## src/design/srl_pkg.sv

```systemverilog
`default_nettype none
package srl_pkg;

	localparam int DEPTH = 16;
	localparam int IDX_W = $clog2(DEPTH);
	localparam int CNT_W = $clog2(DEPTH + 1);

	typedef enum logic [1:0] {
		OP_APPEND = 2'd0,
		OP_INSERT = 2'd1,
		OP_DELETE = 2'd2,
		OP_READ   = 2'd3
	} op_t;

	localparam logic [1:0] ST_DONE  = 2'd0;
	localparam logic [1:0] ST_FULL  = 2'd1;
	localparam logic [1:0] ST_RANGE = 2'd2;

	typedef struct packed {
		logic signed [31:0] id;
		logic [7:0]         age;
		logic [31:0]        salary;
		logic [7:0]         letter;
	} record_t;

	typedef struct packed {
		logic [1:0]         operation;
		logic [7:0]         position;
		logic signed [31:0] record_id;
		logic [7:0]         record_age;
		logic [31:0]        salary_key;
		logic [7:0]         contract_letter;
	} cmd_t;

	typedef struct packed {
		logic [1:0]         status;
		logic [4:0]         entry_count;
		logic signed [31:0] read_id;
		logic [7:0]         read_age;
		logic [31:0]        read_salary;
		logic [7:0]         read_letter;
	} rsp_t;

	typedef struct packed {
		logic             we;
		logic             wsel_new;
		logic [IDX_W-1:0] waddr;
		logic [IDX_W-1:0] raddr;
		logic             first;
	} store_ctl_t;

endpackage
`default_nettype wire

```

## src/design/srl_store.sv

```systemverilog
`default_nettype none
module srl_store
	import srl_pkg::*;
(
	input  wire logic       clk,
	input  wire store_ctl_t ctl,
	input  wire record_t    rec,
	output record_t         rdata,
	output logic            stop
);

	record_t mem [DEPTH];
	record_t rdata_q;
	logic [31:0] cmp_a;
	logic [31:0] cmp_b;
	logic        lt;

	always_ff @(posedge clk) begin
		if (ctl.we) begin
			mem[ctl.waddr] <= ctl.wsel_new ? rec : rdata_q;
		end
		rdata_q <= mem[ctl.raddr];
	end

	// one comparator; operands swap for the head entry, where equal keys go after
	always_comb begin
		cmp_a = ctl.first ? rec.salary : rdata_q.salary;
		cmp_b = ctl.first ? rdata_q.salary : rec.salary;
		lt    = cmp_a < cmp_b;
		stop  = ctl.first ? lt : !lt;
	end

	assign rdata = rdata_q;

endmodule
`default_nettype wire

```

## src/design/srl_ctrl.sv

```systemverilog
`default_nettype none
module srl_ctrl
	import srl_pkg::*;
(
	input  wire logic    clk,
	input  wire logic    arst_n,
	input  wire logic    start,
	input  wire cmd_t    cmd,
	input  wire record_t rdata,
	input  wire logic    stop,
	output logic         busy,
	output store_ctl_t   ctl,
	output record_t      rec,
	output logic         done,
	output rsp_t         result
);

	typedef enum logic [6:0] {
		S_IDLE     = 7'b0000001,
		S_SRCH_RD  = 7'b0000010,
		S_SRCH_CMP = 7'b0000100,
		S_SHF_RD   = 7'b0001000,
		S_SHF_WR   = 7'b0010000,
		S_PLACE    = 7'b0100000,
		S_READ_OUT = 7'b1000000
	} state_t;

	state_t           state_q, state_d;
	op_t              op_q, op_d;
	record_t          rec_q, rec_d;
	logic [CNT_W-1:0] cnt_q, cnt_d;
	logic [CNT_W-1:0] k_q, k_d;
	logic [CNT_W-1:0] slot_q, slot_d;
	logic             done_q;
	rsp_t             rsp_q;

	logic             fin;
	logic [1:0]       fin_status;
	logic [CNT_W-1:0] fin_cnt;
	record_t          fin_rec;
	logic             accept;
	logic             full;
	logic             out_of_range;

	assign accept       = start && (state_q == S_IDLE);
	assign full         = cnt_q == CNT_W'(DEPTH);
	assign out_of_range = {1'b0, cmd.position} >= 9'(cnt_q);

	always_comb begin
		state_d    = state_q;
		op_d       = op_q;
		rec_d      = rec_q;
		cnt_d      = cnt_q;
		k_d        = k_q;
		slot_d     = slot_q;
		fin        = 1'b0;
		fin_status = ST_DONE;
		fin_cnt    = cnt_q;
		fin_rec    = '0;
		ctl.we       = 1'b0;
		ctl.wsel_new = 1'b0;
		ctl.waddr    = k_q[IDX_W-1:0];
		ctl.raddr    = k_q[IDX_W-1:0];
		ctl.first    = k_q == '0;

		case (state_q)
			S_IDLE: begin
				ctl.raddr = cmd.position[IDX_W-1:0];
				if (accept) begin
					op_d  = op_t'(cmd.operation);
					rec_d = '{id: cmd.record_id, age: cmd.record_age,
						salary: cmd.salary_key, letter: cmd.contract_letter};
					case (op_t'(cmd.operation))
						OP_APPEND, OP_INSERT: begin
							if (full) begin
								fin        = 1'b1;
								fin_status = ST_FULL;
							end else if (op_t'(cmd.operation) == OP_APPEND) begin
								slot_d  = cnt_q;
								state_d = S_PLACE;
							end else if (cnt_q == '0) begin
								slot_d  = '0;
								state_d = S_PLACE;
							end else begin
								k_d     = '0;
								state_d = S_SRCH_RD;
							end
						end
						OP_DELETE: begin
							if (out_of_range) begin
								fin        = 1'b1;
								fin_status = ST_RANGE;
							end else if (CNT_W'(cmd.position) + CNT_W'(1) == cnt_q) begin
								// tail entry: nothing to close up
								cnt_d   = cnt_q - CNT_W'(1);
								fin     = 1'b1;
								fin_cnt = cnt_q - CNT_W'(1);
							end else begin
								k_d     = CNT_W'(cmd.position);
								state_d = S_SHF_RD;
							end
						end
						OP_READ: begin
							if (out_of_range) begin
								fin        = 1'b1;
								fin_status = ST_RANGE;
							end else begin
								state_d = S_READ_OUT;
							end
						end
						default: ;
					endcase
				end
			end
			S_SRCH_RD: begin
				state_d = S_SRCH_CMP;
			end
			S_SRCH_CMP: begin
				if (stop) begin
					slot_d  = k_q;
					k_d     = cnt_q;
					state_d = S_SHF_RD;
				end else if (k_q + CNT_W'(1) == cnt_q) begin
					slot_d  = cnt_q;
					state_d = S_PLACE;
				end else begin
					k_d     = k_q + CNT_W'(1);
					state_d = S_SRCH_RD;
				end
			end
			S_SHF_RD: begin
				if (op_q == OP_INSERT) begin
					ctl.raddr = IDX_W'(k_q - CNT_W'(1));
				end else begin
					ctl.raddr = IDX_W'(k_q + CNT_W'(1));
				end
				state_d = S_SHF_WR;
			end
			S_SHF_WR: begin
				ctl.we = 1'b1;
				if (op_q == OP_INSERT) begin
					k_d = k_q - CNT_W'(1);
					if (k_q - CNT_W'(1) == slot_q) begin
						state_d = S_PLACE;
					end else begin
						state_d = S_SHF_RD;
					end
				end else begin
					k_d = k_q + CNT_W'(1);
					if (k_q + CNT_W'(2) == cnt_q) begin
						cnt_d   = cnt_q - CNT_W'(1);
						fin     = 1'b1;
						fin_cnt = cnt_q - CNT_W'(1);
						state_d = S_IDLE;
					end else begin
						state_d = S_SHF_RD;
					end
				end
			end
			S_PLACE: begin
				ctl.we       = 1'b1;
				ctl.wsel_new = 1'b1;
				ctl.waddr    = slot_q[IDX_W-1:0];
				cnt_d        = cnt_q + CNT_W'(1);
				fin          = 1'b1;
				fin_cnt      = cnt_q + CNT_W'(1);
				state_d      = S_IDLE;
			end
			S_READ_OUT: begin
				fin     = 1'b1;
				fin_rec = rdata;
				state_d = S_IDLE;
			end
			default: begin
				state_d = S_IDLE;
			end
		endcase
	end

	always_ff @(posedge clk or negedge arst_n) begin
		if (!arst_n) begin
			state_q <= S_IDLE;
			cnt_q   <= '0;
			done_q  <= 1'b0;
		end else begin
			state_q <= state_d;
			cnt_q   <= cnt_d;
			done_q  <= fin;
		end
	end

	always_ff @(posedge clk) begin
		op_q   <= op_d;
		rec_q  <= rec_d;
		k_q    <= k_d;
		slot_q <= slot_d;
		if (fin) begin
			rsp_q.status      <= fin_status;
			rsp_q.entry_count <= 5'(fin_cnt);
			rsp_q.read_id     <= fin_rec.id;
			rsp_q.read_age    <= fin_rec.age;
			rsp_q.read_salary <= fin_rec.salary;
			rsp_q.read_letter <= fin_rec.letter;
		end
	end

	assign busy   = state_q != S_IDLE;
	assign rec    = rec_q;
	assign done   = done_q;
	assign result = rsp_q;

endmodule
`default_nettype wire

```

## src/design/sorted_record_list_top.sv

```systemverilog
// refused, out-of-range and tail-delete items are decided at acceptance; append goes to a place
// step, read to a read-out step; delete moves each later entry up by a read and a write step;
// insert probes entries by a read and a compare step, moves later entries down by a read and a
// write step, then places the record; one item at a time: busy stays high until the result is
// registered; results are strobed for one cycle on done; the receiver cannot stall
// reset clears the entry count and sequencer; the record store itself is not initialized
`default_nettype none
module sorted_record_list_top
	import srl_pkg::*;
(
	input  wire logic clk,
	input  wire logic arst_n,
	input  wire logic start,
	input  wire cmd_t cmd,
	output logic      busy,
	output logic      done,
	output rsp_t      result
);

	store_ctl_t ctl;
	record_t    rec;
	record_t    rdata;
	logic       stop;

	srl_ctrl u_ctrl (
		.clk    (clk),
		.arst_n (arst_n),
		.start  (start),
		.cmd    (cmd),
		.rdata  (rdata),
		.stop   (stop),
		.busy   (busy),
		.ctl    (ctl),
		.rec    (rec),
		.done   (done),
		.result (result)
	);

	srl_store u_store (
		.clk   (clk),
		.ctl   (ctl),
		.rec   (rec),
		.rdata (rdata),
		.stop  (stop)
	);

	// a result only ever follows a cycle of work
	a_done_after_busy: assert property (@(posedge clk) disable iff (!arst_n)
		done |-> $past(busy) || $past(start))
		else $error("result without an accepted item");

	// failed items carry zero read fields
	a_zero_fields: assert property (@(posedge clk) disable iff (!arst_n)
		done && result.status != ST_DONE |->
		result.read_id == '0 && result.read_age == '0 &&
		result.read_salary == '0 && result.read_letter == '0)
		else $error("read fields not cleared on failed item");

	// an accepted item that does not finish at once holds busy
	a_busy_after_start: assert property (@(posedge clk) disable iff (!arst_n)
		start && !busy |=> busy || done)
		else $error("item accepted without work or result");

	// no new strobe while still working
	a_done_idle: assert property (@(posedge clk) disable iff (!arst_n)
		done |-> !busy || $past(!busy))
		else $error("result strobed during a running item");

endmodule
`default_nettype wire
```

## config.mk

```make
export PLATFORM = sky130hd
export DESIGN_NAME = sorted_record_list_top
export DESIGN_NICKNAME = d
export VERILOG_FILES = /design/src/design/srl_pkg.sv /design/src/design/srl_store.sv /design/src/design/srl_ctrl.sv /design/src/design/sorted_record_list_top.sv
export SDC_FILE = /design/constraint.sdc
export NUM_CORES = 2
export LEC_CHECK = 0
export ABC_AREA = 1
export BUFFER_PORTS_ARGS = -buffer_cell sky130_fd_sc_hd__buf_2
export CAP_MARGIN = 20
export CORE_ASPECT_RATIO = 0.75
export CORE_MARGIN = 2
export CORE_UTILIZATION = 62
export DETAILED_ROUTE_END_ITERATION = 16
export PLACE_DENSITY = 0.91
export SLEW_MARGIN = 10
export SYNTH_ARGS = -nofsm -noshare
export SYNTH_HDL_FRONTEND = slang
export SYNTH_HIERARCHICAL = 1
export SYNTH_SLANG_ARGS = --single-unit
```

## constraint.sdc

```tcl
create_clock -name clk -period 9.6 [get_ports clk]
set_input_delay 1.44 -clock clk [delete_from_list [all_inputs] [get_ports clk]]
set_output_delay 1.44 -clock clk [all_outputs]
set_load 0.1 [all_outputs]
```

**Word-level counts from Yosys, hierarchy flattened**

Memories as Yosys holds them, arrays and structs flattened. A register that Yosys moved wholly into a read port is not among the register bits.
Cells that the tools add are included.

- Register bits: 192
- Bits in latches: 0
- RAM bits: 1280
- Memory bits (read-only): 0
- Output and inout bits: 89
- Memories kept: 1

Memory list:

| name | words | width | read ports | clocked after Yosys merged registers in | wr ports | RTL line | RTL |
|---|---|---|---|---|---|---|---|
| u_store.mem | 16 | 80 | 1 | 1 | 1 | srl_store.sv:12 | `record_t mem [DEPTH];` |

- $add $sub $neg: 6
- $mul: 0
- Div/mod/pow operators: 0
- $lt $le $gt $ge: 2
- Equality and inequality tests: 30
- Shift-type cells: 0
- Multiplexer cells: 62
- Bitwise operators: 0
- Reduce and logical (&&, ||, !) cells: 15

Operator list:

| operator | number |
|---|---|
| $mux 5 | 23 |
| $mux 80 | 1 |
| $mux 32 | 2 |
| $mux 7 | 7 |
| $pmux 7 s5 | 1 |
| $lt 32x32->1 | 1 |
| $pmux 5 s3 | 2 |
| $ne 3x3->1 const B | 9 |
| $mux 6 | 4 |
| $pmux 7 s3 | 1 |
| $eq 5x5->1 | 4 |
| $pmux 5 s2 | 2 |
| $add 5x1->5 const B | 3 |
| $mux 1 | 12 |
| $logic_not 5->1 | 2 |
| $sub 5x1->5 const B | 2 |
| $reduce_and 9->1 | 1 |
| $ge 8x5->1 | 1 |
| $mux 4 | 2 |
| $pmux 4 s2 | 1 |
| $reduce_or 2->1 | 4 |
| $eq 7x1->1 const B | 1 |
| $eq 7x2->1 const B | 1 |
| $eq 7x3->1 const B | 1 |
| other kinds (23) | 27 |

**Longest topological paths before layout**

- Word-level depth: 7
- Mapped depth: 27
- Depth with buffers taken out: 24

**By module**

Netlist, hierarchy kept.

By module, submodules not included:

| module | instances | cells each | area an instance (sq um) |
|---|---|---|---|
| srl_store | 1 | 3858 | 55082.8 |
| srl_ctrl | 1 | 718 | 8260.4 |

**Worst setup path before layout**

Ideal clock, no wire load.

- Path type: input to register
- From: in start
- To: reg u_ctrl.rsp_q (netlist bit u_ctrl/result[0]) (enable)
- Data arrival time: 7438 ps
- Required time: 9138 ps
- Path slack: 1700 ps
- Stages on the path: 4
- Path buffers: 0
- Path through: inv_1 > nor2_1 > nand3_1 > nand3_1

- Word-level cells in the longest chain between the ends: 3

Ends and longest elaborated chain:

| item | RTL line | RTL |
|---|---|---|
| from (decl) | sorted_record_list_top.sv:13 | `input wire logic start,` |
| $logic_and 1x1->1 | srl_ctrl.sv:45 | `assign accept = start && (state_q == S_IDLE);` |
| $mux 1 | srl_ctrl.sv:69 | `if (accept) begin` |
| $pmux 1 s3 | srl_ctrl.sv:66 | `case (state_q)` |
| net u_ctrl.fin | srl_ctrl.sv:37 | `logic fin;` |
| to (decl) | srl_ctrl.sv:35 | `rsp_t rsp_q;` |

The timed path passes the listed nets, and every way through them passes these cells.
A chain may end at the register's enable or synchronous reset.

==> impl_summary.md <==
Critical path
The nature of the critical path endpoint is a register. The data arrival time of the critical path is 5.55 ns. The slowest cell on the critical path is nor2_4.

The type of the worst setup path is reg2reg. The startpoint type of the worst setup path is a register. STA puts the critical path data required time at 9.96 ns. On the worst path, the slowest cell contributes a delay of 0.96 ns. Walking the worst path, the cells encountered are nor2_4, nand2_1, nor2_4, buf_4, inv_1, nand2_1, nand3b_1, nor2_4, buf_4, buf_4. The top fanout value on the critical path is 85.

Min path
The class of the tightest hold or removal check is reg2reg.

Power and ir drop
The leakage power summed over all cells is 25.1 nW. VDD sags by at most slightly below 0.6 mV. Power spread over the standard cell area amounts to 375 nW/um2.

Detailed routing
The wire length after detailed routing is 157000 um. Detailed routing inserted a total of 39.9k vias. The first-iteration detailed-routing DRC count is 6093. The detail route stage leaves a number of antenna-violating nets equal to 0. In the routed layout, each cell is associated on average with a via count of 6.46. After detailed routing, the number of remaining DRC violations is 0. The pre-antenna-repair detailed-routing pass consisted of 6 iterations.

After detailed routing, the average wire length per cell comes to about 25 um.

Timing
At the pin with the least slew margin, the transition time is 1.20 ns. Dividing the final minimum period by the clock period gives 54.1%. The tightest hold path in the finished design has a slack of 0.542 ns. The peak clock frequency supported by timing is 193 MHz. Setup repair after global routing left no endpoint under its margin. The smallest clock period supported by the final layout is computed as 5.19 ns. Adding up every negative setup slack in the final design gives 0 ns.

The normalized max-slew margin is around a fifth. The count of final max-slew check failures is 0. The number of hold violations in the final report is 0.

The total of endpoints with negative setup slack in the final report is 0. The clock tree skew after final layout is 0.0222 ns.

Global route
The number of global-route vias before repair is slightly below 40k. The total overflow left after global routing is 0. Global routing consumed, over all layers together, 29.4% of the routing resources.

The largest net degree at the start of global routing is 227. The first global-routing pass estimated 233000 um of wire. The number of antenna violations at the first check in global routing is 1.

Synth
The cell count after synthesis came out at 4576. After synthesis, the mean cell area works out to roughly 14 um2. The number of nets in the synthesized netlist is 4713. The fraction of synthesized cell area taken by the top area cell type is 69.2%. Yosys mapped a number of flops with a built-in enable equal to 1459. Yosys attributes the largest share of cell area to edfxtp_1 69%, mux2i_1 5.1%, o211ai_1 3.8%. The biggest area consumer among synthesized cells is edfxtp_1. The top flip-flop cell by instance count after synthesis is edfxtp_1.

For this run, asynchronously set or reset flops after synthesis account for 0.838%. Counting flops and latches in the post-synthesis netlist gives ~1.6k. The Yosys step of the flow raised 6 warnings.

The part of the Yosys area used for sequential elements is about 72%. The netlist area before placement is 63300 um2. The number of distinct library cell variants in the gate-level netlist after synthesis is 51.

Clock tree
The CTS tree is yes. Once the clock tree was built, the setup fixing pass inserted 0 buffers. The clock latency on the worst-skew pair is 0.75 ns. The cell at the root of the clock tree is clkbuf_16.

Counting along the longest clock path gives a buffer depth of 3. In this run the number of H-tree levels came out at 4. The number of clock buffers inserted by TritonCTS is 140. The clock-pin transition on the worst setup and hold timing paths is 0.06 ns. In this run, post-CTS repair resized a total of 0 instances.

The CTS sink count is 1552. The quantity of hold-fixing buffers added after cts is 0.

Die
For this design the top-level I/O count stands at 182. The die covers around 100000 um2. The number of placement rows is 101. The die extent in y is 281 um. The total core area is slightly above 100000 um2. The horizontal die dimension is 373 um. For this configuration, the core starts out at a cell density of 62.6%.

Finish
The fraction of final layout cells with drive strength greater than 1 is 11.9%. The final-stage net count is between 4k and 5k. The share of the core filled with cells is 68.7%. Relative to the synthesized area, the layout overhead comes to 9.80%. The most common cell after layout, fill and taps aside is edfxtp_1. The library cells used most frequently in the layout, excluding fill and tap cells, are 1459 x edfxtp_1, 495 x inv_1, 428 x o21ai_0.

The repair_antennas step left the layout with diodes totalling 0.

Placement
The half-perimeter wire length of the detailed placement result is around 78000 um. The placer's final routability congestion estimate is 0.845. Port buffering added 181 buffers.

Status
The flow ran to the end, and the final reports show no timing, DRC or antenna violations.

Flow run
The tool flagged a number of max-cap violations equal to 0.
-- critical path: cells and delay by family, from the launching register on --
family / cells / cell delay [ns]
buffers and inverters: 4 / 2.20
flip-flops: 1 / 0.45
AND/OR/NAND/NOR: 6 / 2.09
-- cell type report --
cell class	instances	area (um2)
clock buffers	197	3920
clock inverters	58	479
flip-flops and latches	1552	45700
repair buffers	272	1670
well taps	1339	1680
multi-input cells	2244	14100
fillers	6029	31700
inverters	508	1930
-- metrics by stage --
| step | setup WS [ns] | cells | area, um2 | power [mW] |
|---|---|---|---|---|
| floorplan | 1.70 | 4576 | 63300 | 17.8 |
| global placement | 4.72 | 5912 | 65100 | 19.6 |
| detailed placement | 4.55 | 5912 | 65100 | 20.2 |
| CTS | 4.51 | 6167 | 69500 | 25.8 |
| global route | 4.16 | 6170 | 69600 | 27.1 |
| finish | 4.41 | 6170 | 69600 | 26.1 |
-- sequential cells by signal, indices dropped and copies added, names as in the netlist --
signal          flops
u_ctrl/done         1
u_store/rdata      80
u_ctrl/k_q          5
u_ctrl/rec         80
u_ctrl/op_q         2
u_ctrl/slot_q       5
u_ctrl/state_q      7
u_ctrl/result      87
u_ctrl/cnt_q        5
u_store/mem      1280
-- final timing paths --
check                                         startpoint                               to  slack (ns)  cells past startpoint
max reg2reg                u_ctrl/state_q[2]$_DFFE_PN0P_      u_store/mem[4][5]$_DFFE_PP_        4.41                     10
min                            u_store/rdata[27]$_DFF_P_  u_ctrl/result[27]$_SDFFCE_PN0P_        0.54                      2
max                        u_ctrl/state_q[2]$_DFFE_PN0P_      u_store/mem[4][5]$_DFFE_PP_        4.41                     10
min reg2reg                    u_store/rdata[27]$_DFF_P_  u_ctrl/result[27]$_SDFFCE_PN0P_        0.54                      2
max in group asynchronous                         arst_n    u_ctrl/state_q[0]$_DFFE_PN1P_        8.71                      1
min in group asynchronous                         arst_n            u_ctrl/done$_DFF_PN0_        0.59                      1
-- metal layers --
metal | vias up | global-route usage (%) | share of wire, %
li1 | 17000 | - | -
met1 | 19200 | 38.1 | 35
met2 | 3038 | 47.9 | 48
met3 | 572 | 6.66 | 13
met4 | 0 | 13.7 | 4.4
met5 | - | 0 | 0
-- cell usage after synthesis (all sizes together), types with 3 or more instances --
cell type and number:
xor2 12, nor3 7, dfxtp 80, o221ai 3
mux2i 320, mux2 48, nor2 152, nand2 318
clkbuf 152, xnor2 4, nand4 10, o211ai 324
edfxtp 1459, nand3 151, dfrtp 12, buf 120
o21ai 491, inv 508, a21boi 3, o22ai 5
a21oi 339, ha 44
-- cell families after synthesis --
logic type | share of synthesized area [%]
compound gates | 10.6
fa+ha+maj | 0.869
xor+xnor | 0.257
flops | 72.2
mux | 5.91
simple gates | 4.40
buf+inv | 5.74
-- report_power, final --
part           total, mW  internal [mW]  leakage (nW)  switching [mW]
logic               11.4           3.29          8.88            8.11
registers           9.19           8.85          14.0           0.335
clock network       5.48           3.03          2.16            2.45
Power figures use the tool's default switching activity.
